**config.mk**
```make
export PLATFORM = sky130hd
export DESIGN_NAME = sliding_window_median
export DESIGN_NICKNAME = d
export VERILOG_FILES = /design/src/rtl/swm_pkg.sv /design/src/rtl/swm_sort_cells.sv /design/src/rtl/swm_out_buf.sv /design/src/rtl/sliding_window_median.sv
export SDC_FILE = /design/constraint.sdc
export NUM_CORES = 2
export LEC_CHECK = 0
export ABC_AREA = 1
export BUFFER_PORTS_ARGS = -buffer_cell sky130_fd_sc_hd__buf_4
export CAP_MARGIN = 20
export CORE_ASPECT_RATIO = 1.75
export CORE_MARGIN = 4
export CORE_UTILIZATION = 25
export CTS_BUF_LIST = sky130_fd_sc_hd__clkbuf_2
export DETAILED_ROUTE_END_ITERATION = 12
export GPL_TIMING_DRIVEN = 0
export HOLD_SLACK_MARGIN = 0.12
export PLACE_DENSITY = 0.4
export SYNTH_ARGS = -nofsm -noshare
export SYNTH_HDL_FRONTEND = slang
export SYNTH_SLANG_ARGS = --single-unit
```
**constraint.sdc**
```tcl
create_clock -name clk -period 70.1 [get_ports clk]
set_clock_uncertainty 0.1 [all_clocks]
set_input_delay 14.02 -clock clk [delete_from_list [all_inputs] [get_ports clk]]
set_output_delay 14.02 -clock clk [all_outputs]
set_load 0.05 [all_outputs]
```
**src/rtl/swm_pkg.sv**
```systemverilog
package swm_pkg;

  // Width and reset value of the window size register
  localparam int unsigned CFG_WIDTH = 5;
  localparam logic [CFG_WIDTH-1:0] CFG_RESET = 5'd3;

endpackage

```
**src/rtl/swm_sort_cells.sv**
```systemverilog
module swm_sort_cells
  import swm_pkg::*;
#(
  parameter int unsigned WINDOW_MAX   = 16,
  parameter int unsigned SAMPLE_WIDTH = 32,
  localparam int unsigned CNT_W = $clog2(WINDOW_MAX + 1),
  localparam int unsigned IDX_W = (WINDOW_MAX > 1) ? $clog2(WINDOW_MAX) : 1
) (
  input  logic                           clk,
  input  logic                           upd_en,
  input  logic                           evict,
  input  logic [CNT_W-1:0]               held,
  input  logic signed [SAMPLE_WIDTH-1:0] new_val,
  input  logic signed [SAMPLE_WIDTH-1:0] old_val,
  input  logic [IDX_W-1:0]               lo_idx,
  input  logic [IDX_W-1:0]               hi_idx,
  output logic signed [SAMPLE_WIDTH:0]   median_x2
);

  logic signed [SAMPLE_WIDTH-1:0] cells_r   [WINDOW_MAX];
  logic signed [SAMPLE_WIDTH-1:0] cells_nxt [WINDOW_MAX];
  logic signed [SAMPLE_WIDTH-1:0] rem_val   [WINDOW_MAX];
  logic [WINDOW_MAX-1:0]          le_new;
  logic [WINDOW_MAX-1:0]          ge_old;
  logic [WINDOW_MAX-1:0]          rem_le;
  logic [WINDOW_MAX-1:0]          keep;
  logic signed [SAMPLE_WIDTH-1:0] lo_val;
  logic signed [SAMPLE_WIDTH-1:0] hi_val;

  // Cells are sorted, so every cell at or past the first copy of the
  // evicted value compares >= to it and shifts down by one.
  for (genvar j = 0; j < WINDOW_MAX; j++) begin : g_cell
    assign le_new[j] = (cells_r[j] <= new_val);
    assign ge_old[j] = (cells_r[j] >= old_val);

    if (j < WINDOW_MAX - 1) begin : g_shift
      assign rem_val[j] = (evict && ge_old[j]) ? cells_r[j+1] : cells_r[j];
      assign rem_le[j]  = (evict && ge_old[j]) ? le_new[j+1]  : le_new[j];
    end else begin : g_last
      assign rem_val[j] = cells_r[j];
      assign rem_le[j]  = le_new[j];
    end

    // Entries at or below the new sample stay put
    assign keep[j] = (CNT_W'(j) < held) && rem_le[j];

    if (j == 0) begin : g_head
      assign cells_nxt[j] = keep[j] ? rem_val[j] : new_val;
    end else begin : g_body
      assign cells_nxt[j] = keep[j]   ? rem_val[j]   :
                            keep[j-1] ? new_val      : rem_val[j-1];
    end
  end

  always_ff @(posedge clk) begin
    if (upd_en) begin
      cells_r <= cells_nxt;
    end
  end

  // Odd window: both indexes hit the middle cell
  assign lo_val    = cells_nxt[lo_idx];
  assign hi_val    = cells_nxt[hi_idx];
  assign median_x2 = {lo_val[SAMPLE_WIDTH-1], lo_val} + {hi_val[SAMPLE_WIDTH-1], hi_val};

endmodule

```
**src/rtl/swm_out_buf.sv**
```systemverilog
module swm_out_buf
  import swm_pkg::*;
#(
  parameter int unsigned DATA_WIDTH = 33
) (
  input  logic                  clk,
  input  logic                  rst_n,
  input  logic                  push,
  input  logic [DATA_WIDTH-1:0] push_data,
  output logic                  full,
  output logic                  out_valid,
  input  logic                  out_stall,
  output logic [DATA_WIDTH-1:0] out_data
);

  logic                  out_valid_r;
  logic [DATA_WIDTH-1:0] out_data_r;
  logic                  skid_valid_r;
  logic [DATA_WIDTH-1:0] skid_data_r;
  logic                  slot_free;

  assign slot_free = !out_valid_r || !out_stall;

  // Upstream is held off while the skid holds a result, so push never
  // lands on a full skid.
  always_ff @(posedge clk) begin
    if (!rst_n) begin
      out_valid_r  <= 1'b0;
      skid_valid_r <= 1'b0;
    end else if (slot_free) begin
      if (skid_valid_r) begin
        out_valid_r  <= 1'b1;
        skid_valid_r <= 1'b0;
      end else begin
        out_valid_r  <= push;
      end
    end else if (push) begin
      skid_valid_r <= 1'b1;
    end
  end

  always_ff @(posedge clk) begin
    if (slot_free) begin
      out_data_r <= skid_valid_r ? skid_data_r : push_data;
    end else if (push) begin
      skid_data_r <= push_data;
    end
  end

  assign full      = skid_valid_r;
  assign out_valid = out_valid_r;
  assign out_data  = out_data_r;

endmodule

```
**src/rtl/sliding_window_median.sv**
```systemverilog
// Running median filter over the last window_size signed samples.
// One transaction on the input channel carries a sample and a start flag;
// start empties the window before the sample is taken. Once the window
// holds window_size samples, every input transaction yields one output
// transaction carrying the median times two (exact: twice the middle value
// for an odd window, the sum of the two middle values for an even one).
// Samples taken while the window is still filling yield nothing.
// Throughput is one sample per clock while in_stall is low: the sorted
// cells compare against the new and the evicted sample in parallel and
// load their new contents in the accepting cycle, and the result is
// registered at that same edge. A two-entry output buffer (output register
// plus skid) lets inputs keep flowing while a result waits; in_stall rises
// only when both entries are occupied. Writing cfg_wr_data (window size,
// 0 acts as 1, values above WINDOW_MAX saturate) empties the window; write
// it only while the block is idle.
module sliding_window_median
  import swm_pkg::*;
#(
  parameter int unsigned WINDOW_MAX   = 16,
  parameter int unsigned SAMPLE_WIDTH = 32
) (
  input  logic                           clk,
  input  logic                           rst_n,
  input  logic                           cfg_wr_en,
  input  logic [CFG_WIDTH-1:0]           cfg_wr_data,
  input  logic                           in_valid,
  output logic                           in_stall,
  input  logic signed [SAMPLE_WIDTH-1:0] in_sample,
  input  logic                           in_start_req,
  output logic                           out_valid,
  input  logic                           out_stall,
  output logic signed [SAMPLE_WIDTH:0]   out_median_x2
);

  localparam int unsigned CNT_W = $clog2(WINDOW_MAX + 1);
  localparam int unsigned IDX_W = (WINDOW_MAX > 1) ? $clog2(WINDOW_MAX) : 1;

  logic [CFG_WIDTH-1:0]           window_size_r;
  logic [CNT_W-1:0]               fill_r;
  logic [IDX_W-1:0]               ptr_r;
  logic signed [SAMPLE_WIDTH-1:0] ring_r [WINDOW_MAX];

  logic [CNT_W-1:0]               win;
  logic [CNT_W-1:0]               fill_base;
  logic [IDX_W-1:0]               ptr_base;
  logic [CNT_W-1:0]               ptr_inc;
  logic                           evict;
  logic [CNT_W-1:0]               held;
  logic [CNT_W-1:0]               fill_nxt;
  logic [IDX_W-1:0]               ptr_nxt;
  logic                           emit;
  logic                           accept;
  logic                           buf_full;
  logic [IDX_W-1:0]               lo_idx;
  logic [IDX_W-1:0]               hi_idx;
  logic signed [SAMPLE_WIDTH:0]   median_x2;
  logic [SAMPLE_WIDTH:0]          out_bits;

  assign accept   = in_valid && !buf_full;
  assign in_stall = buf_full;

  // Effective window: zero acts as one, saturate at WINDOW_MAX
  always_comb begin
    if (window_size_r == '0) begin
      win = CNT_W'(1);
    end else if (int'(window_size_r) > int'(WINDOW_MAX)) begin
      win = CNT_W'(WINDOW_MAX);
    end else begin
      win = CNT_W'(window_size_r);
    end
  end

  // Start clears the window; stale counts from a shrunk window restart too
  always_comb begin
    fill_base = in_start_req ? '0 : fill_r;
    ptr_base  = in_start_req ? '0 : ptr_r;
    if (CNT_W'(ptr_base) >= win) begin
      ptr_base = '0;
    end
    if (fill_base > win) begin
      fill_base = '0;
    end
    evict    = (fill_base == win);
    held     = evict ? (win - CNT_W'(1)) : fill_base;
    fill_nxt = held + CNT_W'(1);
    emit     = (fill_nxt == win);
    ptr_inc  = CNT_W'(ptr_base) + CNT_W'(1);
    ptr_nxt  = (ptr_inc >= win) ? '0 : IDX_W'(ptr_inc);
    lo_idx   = IDX_W'((win - CNT_W'(1)) >> 1);
    hi_idx   = IDX_W'(win >> 1);
  end

  always_ff @(posedge clk) begin
    if (!rst_n) begin
      window_size_r <= CFG_RESET;
      fill_r        <= '0;
      ptr_r         <= '0;
    end else if (cfg_wr_en) begin
      window_size_r <= cfg_wr_data;
      fill_r        <= '0;
      ptr_r         <= '0;
    end else if (accept) begin
      fill_r <= fill_nxt;
      ptr_r  <= ptr_nxt;
    end
  end

  // Arrival-order ring; the slot written next holds the oldest sample
  always_ff @(posedge clk) begin
    if (accept) begin
      ring_r[ptr_base] <= in_sample;
    end
  end

  swm_sort_cells #(
    .WINDOW_MAX   (WINDOW_MAX),
    .SAMPLE_WIDTH (SAMPLE_WIDTH)
  ) u_cells (
    .clk       (clk),
    .upd_en    (accept),
    .evict     (evict),
    .held      (held),
    .new_val   (in_sample),
    .old_val   (ring_r[ptr_base]),
    .lo_idx    (lo_idx),
    .hi_idx    (hi_idx),
    .median_x2 (median_x2)
  );

  swm_out_buf #(
    .DATA_WIDTH (SAMPLE_WIDTH + 1)
  ) u_out (
    .clk       (clk),
    .rst_n     (rst_n),
    .push      (accept && emit),
    .push_data (median_x2),
    .full      (buf_full),
    .out_valid (out_valid),
    .out_stall (out_stall),
    .out_data  (out_bits)
  );

  assign out_median_x2 = out_bits;

endmodule

```
* Word level (Yosys, flattened, before mapping)
Memory sizes are Yosys's and may differ from the RTL's. Cells that the tools add are included.
Storage, ports and cells: latch bits 0, bits of input ports 43, register bits 594, memories 1, output and inout bits 35, RAM bits 512, logic and storage cells 207, bits in read-only memories 0
Memories:
- ring_r | words 16, width 32, rd ports 1, clocked after memory_dff 0, write ports 1, RTL line sliding_window_median.sv:41 | logic signed [SAMPLE_WIDTH-1:0] ring_r [WINDOW_MAX];
Cells by class: divide/modulo/power cells 0, bitwise operators 4, $mul 0, reduce and logical (&&, ||, !) cells 41, eq/ne operators 2, mux-type cells 79, shift operators 0, add/sub/neg operators 4, $lt $le $gt $ge 53
Operator list (count):
- 32-bit 2-to-1 mux | 50
- 32-bit <= comparator | 16
- 32-bit greater-or-equal comparator | 15
- 32-bit binary-select mux with 4-bit select | 2
- 4-bit by 5-bit less-than comparator with 1-bit output, first input constant | 8
- 32-bit by 32-bit adder with 33-bit output | 1
- 1-bit logical AND | 33
- 33-bit 2-to-1 mux | 1
- 5-bit 2-to-1 mux | 5
- 3-bit by 5-bit less-than comparator with 1-bit output, first input constant | 4
- 1-bit 2-to-1 mux | 18
- 4-bit 2-to-1 mux | 3
- 5-bit == test | 2
- 5-bit greater-or-equal comparator, second input constant | 2
- 1-bit by 5-bit less-than comparator with 1-bit output, first input constant | 2
- 2-bit by 5-bit less-than comparator with 1-bit output, first input constant | 2
- 4-bit inverter with 5-bit output | 2
- 4-bit by 1-bit adder with 5-bit output, second input constant | 1
- 5-bit by 1-bit adder with 5-bit output, second input constant | 1
- 4-bit by 5-bit greater-or-equal comparator with 1-bit output | 1
- 5-bit greater-or-equal comparator | 1
- 5-bit greater-than comparator | 1
- 5-bit greater-than comparator, second input constant | 1
- 5-bit zero test | 1
- 6 further kinds | 10

* Depth between registers and ports, before layout
An unclocked memory read counts as a cell.
depth in word-level cells 17, gate-level depth with buffers 66, mapped depth without buffers 61

* Modules after synthesis
Synthesis repeated with hierarchy kept, for this count alone.
Unflattened totals: cells, all modules 13236, area, all modules 98921.1 um^2
By module, submodules not included:
- swm_sort_cells | area an instance 75242.2 um^2, cells each 11382, instances 1, sequential area each 15374.7 um^2
- sliding_window_median | area an instance 21164.0 um^2, cells each 1672, instances 1, sequential area each 15655.0 um^2
- swm_out_buf | area an instance 2514.9 um^2, cells each 182, instances 1, sequential area each 2021.9 um^2

* Least setup slack after synthesis
No wires, ideal clock.
path kind input to register, start input in_valid, end memory ring_r[0][0] (enable), library setup time 421 ps, setup slack 37607 ps, data required time 69579 ps, data arrival time 31972 ps, buffers on the path 1, cell stages on the path 5, cells stage by stage nand2_1 inv_1 clkbuf_1 nand2_1 nor2_1
On the way: cells in the longest elaborated chain, start to end 3
Ends and longest elaborated chain:
- from (decl) | RTL line sliding_window_median.sv:26 | input logic in_valid,
- 1-bit logical AND | RTL line sliding_window_median.sv:59 | assign accept = in_valid && !buf_full;
- named net accept | RTL line sliding_window_median.sv:52 | logic accept;
- 1-bit 2-to-1 mux | RTL line sliding_window_median.sv:110 | if (accept) begin
- 1-bit 2-to-1 mux (implied by the code) | RTL line sliding_window_median.sv:111 | ring_r[ptr_base] <= in_sample;
- to (decl) | RTL line sliding_window_median.sv:41
The timed path passes the listed nets, and every way through them passes these cells.

==> impl_metrics.py <==
metrics = {
    "detailed_routing": {
        "wirelength_mm": 693,
        "ant_nets": 0,
        "wl_met3_mm": 37.6,
        "wl_met1_mm": 195,
        "wl_per_cell_um": 37.8,
        "dr.first_iter.drc_count": 7567,
        "vias_per_cell": 5.39,
        "dr.pass1.iters": 8,
        "drc": 0,
        "dr.max_layer_used": "met5",
        "dr_wl_met2_mm": 344,
        "num_vias": 98700,
    },
    "worst_setup_path": {
        "cpMaxStageDelayCell": "clkbuf_1",
        "critPathMaxFanout": 12,
        "worstSetupPathType": "in2reg",
        "r2r_start": "window_size_r[4]",
        "critPathMostFrequentCell": "nand2_1",
        "cp.required_ns": 71.66,
        "crit_path_start_kind": "primary input",
        "worstPathArrival_ns": 30.36,
        "r2r_setup_slack_ns": 51.11,
        "critPathMaxStageDelay_ns": 0.89,
        "r2r.worst_path.cells": 56,
        "r2r-end": "u_out.out_data[30]",
        "end_kind": "register",
    },
    "min_path": {
        "whs_endpoint": "fill_r[1]",
        "hold_path_startpoint": "fill_r[1]",
        "hold_depth": 2,
        "hp-class": "reg2reg",
    },
    "yosys": {
        "synth_common_cells": "3430 x nand2_1, 1755 x nand3_1, 1090 x edfxtp_1, 1042 x ha_1, 991 x inv_1",
        "synth_fp_nets": 13500,
        "synth_top_area_cell": "edfxtp_1",
        "synth_edf_count": 1090,
        "yosysMostFrequentCell": "nand2_1",
        "async_flop_share_pct": 0,
        "synth_top_area_share_pct": 35.1,
        "syn_area_um2": 93200,
        "syn-mean-instance-area_um2": 7.48,
        "synth_seq_cells": 1106,
        "netlist_instances": 12500,
        "ys_seq_area_share_pct": 35.5,
        "yosys_warnings": 0,
        "ys.flop_type": "edfxtp_1",
        "netlist-cell-type-count": 57,
        "synth.area.top_cells": "edfxtp_1 35%, ha_1 14%, nand2_1 14%",
    },
    "placement": {
        "dp.cells": 17700,
        "io_buffers": 76,
        "routabilityCongestion": 1.04,
        "place_area_um2": 105000,
        "dpl.hpwl_mm": 568,
    },
    "cts": {
        "cts_setup_buffers": 0,
        "postCtsHoldBufs": 0,
        "clockBufferDepth": 4,
        "cts_tree": "yes",
        "cts_sinks": 1106,
        "cts_resized": 0,
        "cts.clk_slew.worst_paths_ns": 0.10,
        "clkLatencyLatePin_ns": 2.22,
        "clockRootBuffer": "clkbuf_2",
        "htreeDepth": 5,
        "cts_made_buffers": 325,
    },
    "global_routing": {
        "grt_pass1_wl_mm": 905,
        "grt_max_degree": 55,
        "grt_pass1_vias": 99900,
        "grt_overflow": 0,
        "antenna_found_initial": 78,
        "track_usage_pct": 35.3,
    },
    "timing": {
        "clock.fmax_mhz": 34.7,
        "finalCritPeriodShare_pct": 41.1,
        "relSlewSlack_pct": 11.1,
        "drv_slew": 0,
        "finalHoldViolCount": 0,
        "tightest_slew_ns": 1.32,
        "fin_tns_setup_ns": 0,
        "rsz0062_at_grt": "no",
        "period_needed_ns": 28.80,
        "finalSetupViolCount": 0,
    },
    "final_layout": {
        "area_growth_pct": 16.4,
        "drive_gt1_share_pct": 9.26,
        "multi_input_area_um2": 54200,
        "seqCellArea_um2": 33100,
        "nNetsFinal": 14200,
        "final_cell_area_um2": 108000,
        "nFillCells": 41400,
        "layout.cells.non_filler": 18300,
    },
    "pwr": {
        "peakVddDrop_v": 0.0000244,
        "power.density_nw_per_um2": 35.2,
        "p_leak_uw": 0.0490,
    },
    "die": {
        "dieArea_um2": 383000,
        "die_h_um": 816,
        "start_util_pct": 25.1,
        "die_w_um": 469,
        "core_um2": 371000,
        "ios": 78,
        "rows": 296,
    },
    "job": {
        "max-cap-violations": 0,
    },
    "run_status": {
        "status": "finished clean",
    },
}
-- power breakdown --
| part | switching, µW | internal [µW] |
|---|---|---|
| logic | 1540 | 603 |
| registers | 207 | 896 |
| clock network | 360 | 204 |
| total | 2110 | 1700 |
-- layer usage --
layer,vias up,GRT usage [%]
li1,44500,-
met1,46300,27.7
met3,3083,9.07
met4,26,47.9
met2,4771,61.8
met5,-,0.0251
-- critical path, delay by kind of cell --
family | cells | cell delay (ns)
compound gates | 13 | 3.33
fa+ha+maj | 3 | 1.54
buf+inv | 11 | 4.52
simple gates | 26 | 6.84
-- cells in the final DEF, fill, tap and decap left out, types with 117 or more instances in the layout --
| master | synthesis | final |
|---|---|---|
| nand3_1 | 1755 | 1754 |
| and2_1 | 313 | 313 |
| clkbuf_2 | 2 | 498 |
| buf_4 | 23 | 119 |
| a21oi_1 | 641 | 638 |
| nand4_1 | 215 | 215 |
| ha_1 | 1042 | 1042 |
| o22ai_1 | 117 | 117 |
| buf_2 | 118 | 127 |
| nor2_1 | 535 | 514 |
| clkbuf_1 | 462 | 434 |
| nand3b_1 | 118 | 118 |
| inv_1 | 991 | 960 |
| o21ai_0 | 838 | 838 |
| nand2_1 | 3430 | 3429 |
| edfxtp_1 | 1090 | 1090 |
-- per-stage QoR --
stage | power (µW) | worst slack (ns) | util [%] | hold slack, ns
final | 3810 | 41.30 | 29.2 | 0.361
after global routing | 4000 | 40.50 | 29.2 | 0.397
after CTS | 3720 | 41.94 | 29.0 | 0.363
after detailed placement | 3150 | 39.94 | 28.2 | 0.347
after global placement | 3130 | 19.70 | 26.9 | 0.343
after floorplan | 2150 | 37.61 | - | 0.330
-- cell families (layout without fill, tap and decap cells) --
logic type               after synthesis  in the layout  share of synthesized area (%)
adder cells (fa/ha/maj)             1043           1043                           14.0
AO/OA/AOI/OAI                       1926           1926                           11.4
other                                  0             64                              0
AND/OR/NAND/NOR                     6612           6612                           31.5
multiplexers                           2              2                         0.0215
buffers and inverters               1730           2622                           7.24
XOR/XNOR                              35             35                          0.329
flip-flops                          1106           1106                           35.5
-- how the worst max path moves through the flow --
stage | startpoint | endpoint
after CTS | in_start_req | u_out.out_data[30]
final | in_start_req | u_out.out_data[30]
after floorplan | in_valid | ring_r[0][0]
after global routing | in_start_req | u_out.out_data[30]
after detailed placement | in_start_req | u_out.out_data[30]
after global placement | in_valid | ring_r[15][8]
-- flip-flops by register name, indices dropped and copies added (netlist names) --
name and cells:
u_out.out_data 33, u_out.skid_data_r 33, u_out.full 1, u_out.out_valid 1
window_size_r 5, ring_r 512, ptr_r 4, u_cells.cells_r 512
fill_r 5
-- final cells by class --
class	count	area share (%)
Multi-Input combinational cell	9618	50.0
Sequential cell	1106	30.5
Tap cell	4917	5.67
Timing Repair Buffer	340	4.79
Inverter	1052	3.64
Buffer	678	2.62
Clock buffer	469	2.16
Clock inverter	83	0.493
Antenna cell	64	0.148
No activity file was read; power rests on OpenSTA's default activity.
